## config.mk

```make
export PLATFORM = sky130hd
export DESIGN_NAME = cfws_ctrl
export DESIGN_NICKNAME = d
export VERILOG_FILES = /design/src/hw/rtl/cfws_pkg.sv /design/src/hw/rtl/cfws_ctrl.sv
export SDC_FILE = /design/constraint.sdc
export NUM_CORES = 1
export LEC_CHECK = 0
export BUFFER_PORTS_ARGS = -buffer_cell sky130_fd_sc_hd__buf_2
export CORE_AREA = 2 2 39 41
export DETAILED_ROUTE_END_ITERATION = 12
export DIE_AREA = 0 0 41 43
export PLACE_DENSITY = 0.63
export SLEW_MARGIN = 20
export SYNTH_ARGS = -nofsm -noshare
export SYNTH_HDL_FRONTEND = slang
export SYNTH_SLANG_ARGS = --single-unit
```

## constraint.sdc

```tcl
create_clock -name clk_i -period 1.2 [get_ports clk_i]
set_input_delay 0.12 -clock clk_i [delete_from_list [all_inputs] [get_ports clk_i]]
set_output_delay 0.12 -clock clk_i [all_outputs]
set_load 0.005 [all_outputs]
```

## src/hw/rtl/cfws_pkg.sv

```systemverilog
// Shared types and codes for the circular FIFO with search.
// No dependencies; imported by the controller, the datapath and the top level.
`default_nettype none

package cfws_pkg;

  typedef enum logic [1:0] {
    ACT_ENQ    = 2'd0,
    ACT_DEQ    = 2'd1,
    ACT_SEARCH = 2'd2,
    ACT_STATUS = 2'd3
  } action_e;

  typedef enum logic [1:0] {
    ST_OK        = 2'd0,
    ST_FULL      = 2'd1,
    ST_EMPTY     = 2'd2,
    ST_NOT_FOUND = 2'd3
  } status_e;

  typedef enum logic [4:0] {
    S_IDLE   = 5'b00001,
    S_EXEC   = 5'b00010,
    S_RDWAIT = 5'b00100,
    S_SRCH   = 5'b01000,
    S_DONE   = 5'b10000
  } state_e;

  // controller -> datapath
  typedef struct packed {
    logic accept;
    logic exec;
    logic rdwait;
    logic srch;
    logic load_out;
  } cmd_t;

  // datapath -> controller
  typedef struct packed {
    logic go_read;
    logic go_srch;
    logic srch_end;
  } sts_t;

endpackage

`default_nettype wire

```

## src/hw/rtl/cfws_ctrl.sv

```systemverilog
// Controller state machine: sequences one request through execute, read and search.
// Depends on cfws_pkg.
`default_nettype none

module cfws_ctrl
  import cfws_pkg::*;
(
  input  wire logic clk_i,
  input  wire logic rst_ni,
  input  wire logic in_valid_i,
  output logic      in_ready_o,
  output logic      out_valid_o,
  input  wire logic out_ready_i,
  input  wire sts_t sts_i,
  output cmd_t      cmd_o
);

  state_e state_q, state_d;
  logic   out_valid_q, out_valid_d;

  always_comb begin
    state_d    = state_q;
    cmd_o      = '0;
    in_ready_o = 1'b0;
    case (state_q)
      S_IDLE: begin
        in_ready_o   = 1'b1;
        cmd_o.accept = in_valid_i;
        if (in_valid_i) begin
          state_d = S_EXEC;
        end
      end
      S_EXEC: begin
        cmd_o.exec = 1'b1;
        if (sts_i.go_read) begin
          state_d = S_RDWAIT;
        end else if (sts_i.go_srch) begin
          state_d = S_SRCH;
        end else begin
          state_d = S_DONE;
        end
      end
      S_RDWAIT: begin
        cmd_o.rdwait = 1'b1;
        state_d      = S_DONE;
      end
      S_SRCH: begin
        cmd_o.srch = 1'b1;
        if (sts_i.srch_end) begin
          state_d = S_DONE;
        end
      end
      S_DONE: begin
        // hand the result over once the output register is free
        if (!out_valid_q || out_ready_i) begin
          cmd_o.load_out = 1'b1;
          state_d        = S_IDLE;
        end
      end
      default: state_d = S_IDLE;
    endcase
  end

  always_comb begin
    out_valid_d = out_valid_q;
    if (cmd_o.load_out) begin
      out_valid_d = 1'b1;
    end else if (out_ready_i) begin
      out_valid_d = 1'b0;
    end
  end

  always_ff @(posedge clk_i or negedge rst_ni) begin
    if (!rst_ni) begin
      state_q     <= S_IDLE;
      out_valid_q <= 1'b0;
    end else begin
      state_q     <= state_d;
      out_valid_q <= out_valid_d;
    end
  end

  assign out_valid_o = out_valid_q;

endmodule

`default_nettype wire

```

==> impl_metrics.env, run 1 <==
export IMPL_drv_slew=0
export IMPL_dr_first_iter_drc_count=5
export IMPL_die_y_um=43
export IMPL_timing_rr_start="state_q[3]$_DFFE_PN0P_"
export IMPL_firstDrtPassIters=4
export IMPL_path_class="register to output port"
export IMPL_finalSetupTns_ns=-1.84
export IMPL_area_growth_pct=65.1
export IMPL_ys_flop_type="dfrtp_1"
export IMPL_setup_ws_ns=-0.303
export IMPL_grt_use_total=0.116
export IMPL_reg2reg_setup_slack_ns=-0.14
export IMPL_worstHoldStart="in_valid_i"
export IMPL_synth_avg_cell_area_sq_um=10.4
export IMPL_via_per_inst=4.71
export IMPL_synth_edf_count=0
export IMPL_worstSetupEndpointType="output port"
export IMPL_cp_required_ns=1.08
export IMPL_grt_ovfl_total=0
export IMPL_crit_chain="buf_6 > nor4b_4 > and2_1 > buf_2"
export IMPL_hold_viol=0
export IMPL_period_needed_ns=1.50
export IMPL_ys_async_sr_fraction=1.00
export IMPL_syn_cell_area_sq_um=384
export IMPL_synth_nets=44
export IMPL_clkTransAtPathRegs_ns=0.05
export IMPL_cp_max_fo=7
export IMPL_cp_endpoint="cmd_o[4]"
export IMPL_arrival_ns=1.38
export IMPL_start_kind="register"
export IMPL_io_buffers=13
export IMPL_cts_max_level=1
export IMPL_ff2ff_path_depth=4
export IMPL_period_share=1.25
export IMPL_antenna_cells=0
export IMPL_antenna_found_initial=0
export IMPL_power_uw=1000
export IMPL_start_util=0.278
export IMPL_dieArea_sq_mm=0.00176
export IMPL_dpl_cell_area_sq_um=503
export IMPL_ys_ff_latch=6
export IMPL_num_rows=14
export IMPL_cp_num_cells=4
export IMPL_cts_max_path_buffers=2
export IMPL_leakage_uw=0.000336
export IMPL_dp_hpwl_um=632
export IMPL_wire_per_inst_um=11.6
export IMPL_cts_sinks=6
export IMPL_crit_family="flip-flops"
export IMPL_drive_gt1_frac=0.636
export IMPL_p_per_area_mw_per_mm2=1580
export IMPL_startpoint="state_q[3]$_DFFE_PN0P_"
export IMPL_ctsRootBufferMaster="clkbuf_4"
export IMPL_grt_pass1_vias=353
export IMPL_clock_latency_ns=0.25
export IMPL_layout_nets=74
export IMPL_maxCapViolCount=0
export IMPL_ir_drop_uv=714
export IMPL_worst_path_buf_inv=2
export IMPL_grt_first_pass_wirelength_um=1340
export IMPL_gp_congestion=0.776
export IMPL_ios=14
export IMPL_core_sq_mm=0.00138
export IMPL_crit_path_max_incr_delay_ns=0.46
export IMPL_stdcell_area_sq_um=634
export IMPL_yosysWarnings=0
export IMPL_violations="negative setup slack"
export IMPL_status="complete, but fails checks"
export IMPL_worst_path_max_delay_cell="dfrtp_2"
export IMPL_syn_inst=37
export IMPL_setup_viol=9
export IMPL_fmax_ghz=0.665
export IMPL_grt_max_degree=9
export IMPL_cts_tree="done"
export IMPL_r2r_end="state_q[4]$_DFFE_PN0P_"
export IMPL_tritoncts_num_buffers=3
export IMPL_hold_path_class="primary input to register"
export IMPL_num_vias=386
export IMPL_final_antenna_net_count=0
export IMPL_wl_um=955
export IMPL_grt_setup_unrepaired="yes"
export IMPL_tightest_slew_ns=0.249
export IMPL_maxSlewHeadroom=0.831
export IMPL_fillers=130
export IMPL_synth_cell_type_count=28
export IMPL_worst_clock_skew_ns=0.000247
export IMPL_ys_seq_area_frac=0.394
export IMPL_route_detailed_drc=0
export IMPL_chipWidth_um=41
==> state kept, by name, indices dropped and copies added, names as in the netlist <==
signal	cells
out_valid_o	1
state_q	5
==> worst reg2reg max path: cells and delay by family, from the launching register on <==
| kind | cells | cell delay, ns |
|---|---|---|
| flops | 1 | 0.44 |
| buf+inv | 1 | 0.13 |
| compound gates | 1 | 0.09 |
| simple gates | 2 | 0.55 |
==> worst min path at each step <==
stage / depth (start not counted) / slack (ns) / end
after floorplan: 0 / -0.18 / out_valid_o$_DFFE_PN0P_
after global placement: 1 / -0.04 / out_valid_o$_DFFE_PN0P_
after detailed placement: 1 / -0.04 / out_valid_o$_DFFE_PN0P_
after CTS: 2 / 0.1 / state_q[1]$_DFFE_PN0P_
after global routing: 2 / 0.11 / state_q[1]$_DFFE_PN0P_
final: 2 / 0.10 / state_q[1]$_DFFE_PN0P_
==> Yosys cell counts (2+ instances only) <==
master / instances / area [sq um]
nor3_1: 2 / 10.0
and2_1: 2 / 12.5
nor2b_1: 2 / 12.5
dfrtp_1: 5 / 125
nor2_1: 3 / 11.3
==> timing repair <==
action	in CTS	in global routing
setup buffers	2	6
setup endpoints to repair	9	9
pin swaps	5	4
resized for setup	5	7
hold buffers	1	0
hold endpoints to repair	6	0
==> per-layer routing <==
metal	GRT usage	vias up	routed length [um]
met5	0	-	0
met4	0.100	0	27
met3	0.0157	4	39
met2	0.191	15	453
met1	0.117	175	435
li1	-	192	-
==> logic make-up (layout without fill, tap and decap cells) <==
logic type	Yosys count	after routing	synth area share
simple gates	22	22	0.450
compound gates	6	6	0.114
flops	6	6	0.394
buf+inv	3	32	0.0423
==> area by class of cell <==
class | count | area, sq um | area share
inverters | 1 | 3.75 | 0.00592
clock buffers | 4 | 26.3 | 0.0414
multi-input cells | 28 | 246 | 0.389
well taps | 16 | 20.0 | 0.0316
repair buffers | 27 | 184 | 0.290
flip-flops and latches | 6 | 154 | 0.243
==> power by group <==
part / total, uW / internal (uW) / switching [uW]
clock: 211 / 127 / 84.0
combinational: 467 / 286 / 182
sequential: 322 / 258 / 63.7
==> cell usage in the layout, fill, tap and decap left out, types with 2 or more instances in the layout <==
cell      Yosys  final
buf_2         1     13
buf_4         1     10
nor2_1        3      3
clkbuf_4      0      3
dfrtp_1       5      3
buf_6         0      3
or3b_4        1      2
nor3_4        1      2
and2_1        2      2
dfrtp_2       0      2
==> through the flow <==
stage | instances | worst slack (ns) | utilization | hold slack, ns
2_1_floorplan | 37 | -0.0641 | - | -0.176
3_3_place_gp | 70 | -0.0984 | 0.363 | -0.0425
3_5_place_dp | 70 | -0.115 | 0.363 | -0.0446
5_1_grt | 82 | -0.370 | 0.458 | 0.115
4_1_cts | 76 | -0.323 | 0.406 | 0.0999
6_report | 82 | -0.303 | 0.458 | 0.101
Power figures use the tool's default switching activity.
==> inputs of run 2 (changes only) <==
Settings changed: HOLD_SLACK_MARGIN set to 0.15.
==> run 2 against run 1 <==
Against the previous run:
- clock power about the same
- non-clock buffer count up 3
- critical path depth unchanged
- via count up 1.6%
- the run still ends with negative setup slack left
- critical endpoint unchanged
- fmax up 0.17%
==> impl_metrics.env, run 2 (synthesized netlist as in run 1, its figures left out) <==
export IMPL_drv_slew=0
export IMPL_ios=14
export IMPL_core_sq_mm=0.00138
export IMPL_timing_rr_start="state_q[0]$_DFFE_PN1P_"
export IMPL_firstDrtPassIters=2
export IMPL_power_uw=1010
export IMPL_cp_required_ns=1.08
export IMPL_hold_path_class="primary input to register"
export IMPL_period_share=1.25
export IMPL_clock_power_share=0.206
export IMPL_dr_first_iter_drc_count=6
export IMPL_dp_slack_ns=-0.115
export IMPL_setup_viol=9
export IMPL_fillers=129
export IMPL_start_kind="register"
export IMPL_layout_commonest_cell="buf_2"
export IMPL_grt_pass1_vias=369
export IMPL_area_growth_pct=73.0
export IMPL_min_to="out_valid_o$_DFFE_PN0P_"
export IMPL_die_y_um=43
export IMPL_maxSlewHeadroom=0.829
export IMPL_grt_ovfl_total=0
export IMPL_cts_max_level=1
export IMPL_grt_use_total=0.122
export IMPL_ff2ff_path_depth=3
export IMPL_fmax_ghz=0.666
export IMPL_path_class="register to output port"
export IMPL_worst_path_max_delay_cell="dfrtp_1"
export IMPL_violations="negative setup slack"
export IMPL_reg2reg_setup_slack_ns=-0.13
export IMPL_ir_drop_uv=708
export IMPL_cts_tree="done"
export IMPL_tightest_slew_ns=0.253
export IMPL_cts_sinks=6
export IMPL_wire_per_inst_um=11.4
export IMPL_top_register="state_q"
export IMPL_antenna_found_initial=0
export IMPL_pwr_share_seq=0.318
export IMPL_num_rows=14
export IMPL_route_detailed_drc=0
export IMPL_crit_path_max_incr_delay_ns=0.37
export IMPL_grt_first_pass_wirelength_um=1420
export IMPL_grt_setup_unrepaired="yes"
export IMPL_wl_um=971
export IMPL_clkTransAtPathRegs_ns=0.05
export IMPL_antenna_cells=0
export IMPL_final_cell_mix="buf_2 (13), buf_4 (10), dlygate4sd3_1 (4)"
export IMPL_final_antenna_net_count=0
export IMPL_num_vias=392
export IMPL_cp_max_fo=3
export IMPL_p_per_area_mw_per_mm2=1520
export IMPL_ctsRootBufferMaster="clkbuf_4"
export IMPL_setup_ws_ns=-0.300
export IMPL_largest_register_ffs=5
export IMPL_period_needed_ns=1.50
export IMPL_cts_max_path_buffers=2
export IMPL_switching_share=0.328
export IMPL_r2r_end="state_q[0]$_DFFE_PN1P_"
export IMPL_via_per_inst=4.61
export IMPL_worst_clock_skew_ns=0.000589
export IMPL_dieArea_sq_mm=0.00176
export IMPL_arrival_ns=1.38
export IMPL_stdcell_count=85
export IMPL_tritoncts_num_buffers=3
export IMPL_io_buffers=13
export IMPL_power_frac_comb=0.475
export IMPL_p_sw_uw=330
export IMPL_start_util=0.278
export IMPL_leakage_uw=0.000348
export IMPL_worstHoldStart="out_ready_i"
export IMPL_drive_gt1_frac=0.609
export IMPL_hold_viol=0
export IMPL_p_int_uw=677
export IMPL_post_place_cells=70
export IMPL_layout_nets=77
export IMPL_gp_congestion=0.776
export IMPL_maxCapViolCount=0
export IMPL_dp_hpwl_um=632
export IMPL_worst_path_buf_inv=1
export IMPL_holdWs_ns=0.184
export IMPL_hold_depth=3
export IMPL_grt_max_degree=9
export IMPL_status="complete, but fails checks"
export IMPL_worstSetupEndpointType="output port"
export IMPL_clock_latency_ns=0.25
export IMPL_crit_chain="or2_4 > nor4b_4 > and2_1 > buf_2"
export IMPL_chipWidth_um=41
export IMPL_crit_family="simple AND/OR/NAND/NOR gates"
-- run 2: cell types whose count changed in the layout (fill, tap and decap cells not counted), sizes merged --
cell | previous run | this run
dlygate4sd3 | 1 | 4
-- run 2: how the worst max path moves through the flow --
stage,start,cells after the start,slack (ns),end
after detailed placement,state_q[0]$_DFFE_PN1P_,4,-0.11,state_q[0]$_DFFE_PN1P_
final,state_q[4]$_DFFE_PN0P_,4,-0.30,cmd_o[4]
after global placement,state_q[1]$_DFFE_PN0P_,3,-0.1,state_q[4]$_DFFE_PN0P_
after CTS,state_q[4]$_DFFE_PN0P_,4,-0.32,cmd_o[4]
after global routing,state_q[4]$_DFFE_PN0P_,4,-0.37,cmd_o[4]
after floorplan,state_q[4]$_DFFE_PN0P_,4,-0.06,cmd_o[4]
-- run 2: repair_timing --
| action | CTS | global route |
|---|---|---|
| setup buffers | 2 | 6 |
| cloned | 0 | 0 |
| hold buffers | 4 | 0 |
| resized for setup | 5 | 7 |
| endpoints found under the setup margin | 9 | 9 |
| hold endpoints to repair | 9 | 0 |
| pin swaps | 5 | 4 |
-- run 2: layer usage --
| metal | share of wire | GRT usage | up-vias |
|---|---|---|---|
| met4 | 0.014 | 0.100 | 0 |
| met3 | 0.032 | 0.0157 | 2 |
| met2 | 0.50 | 0.197 | 9 |
| met1 | 0.45 | 0.130 | 184 |
| li1 | - | - | 197 |
| met5 | 0 | 0 | - |
-- run 2: stage by stage --
| stage | instance area (sq um) | util | setup TNS (ns) |
|---|---|---|---|
| after floorplan | 392 | - | -0.0842 |
| after global placement | 503 | 0.363 | -0.256 |
| after detailed placement | 503 | 0.363 | -0.256 |
| after CTS | 592 | 0.428 | -1.80 |
| after global routing | 664 | 0.480 | -2.31 |
| final | 664 | 0.480 | -1.79 |
-- run 2: final cells by class --
type                            count  area, sq um  share of cell area
Inverter                            1         3.75             0.00565
Multi-Input combinational cell     28          246               0.371
Tap cell                           16         20.0              0.0301
Timing Repair Buffer               30          214               0.322
Clock buffer                        4         26.3              0.0395
Sequential cell                     6          154               0.232
-- run 2: power groups by stage --
stage | sequential (uW) | combinational (uW) | clock [uW]
after CTS | 316 | 371 | 217
after global placement | 307 | 351 | 0
final | 320 | 479 | 208
after detailed placement | 308 | 357 | 0
after global routing | 327 | 519 | 226
after floorplan | 305 | 216 | 0
-- run 2: tightest hold or removal path, stage by stage --
cell     delay (ns)
buf_2          0.07
nor2b_1        0.05
a21o_1         0.15
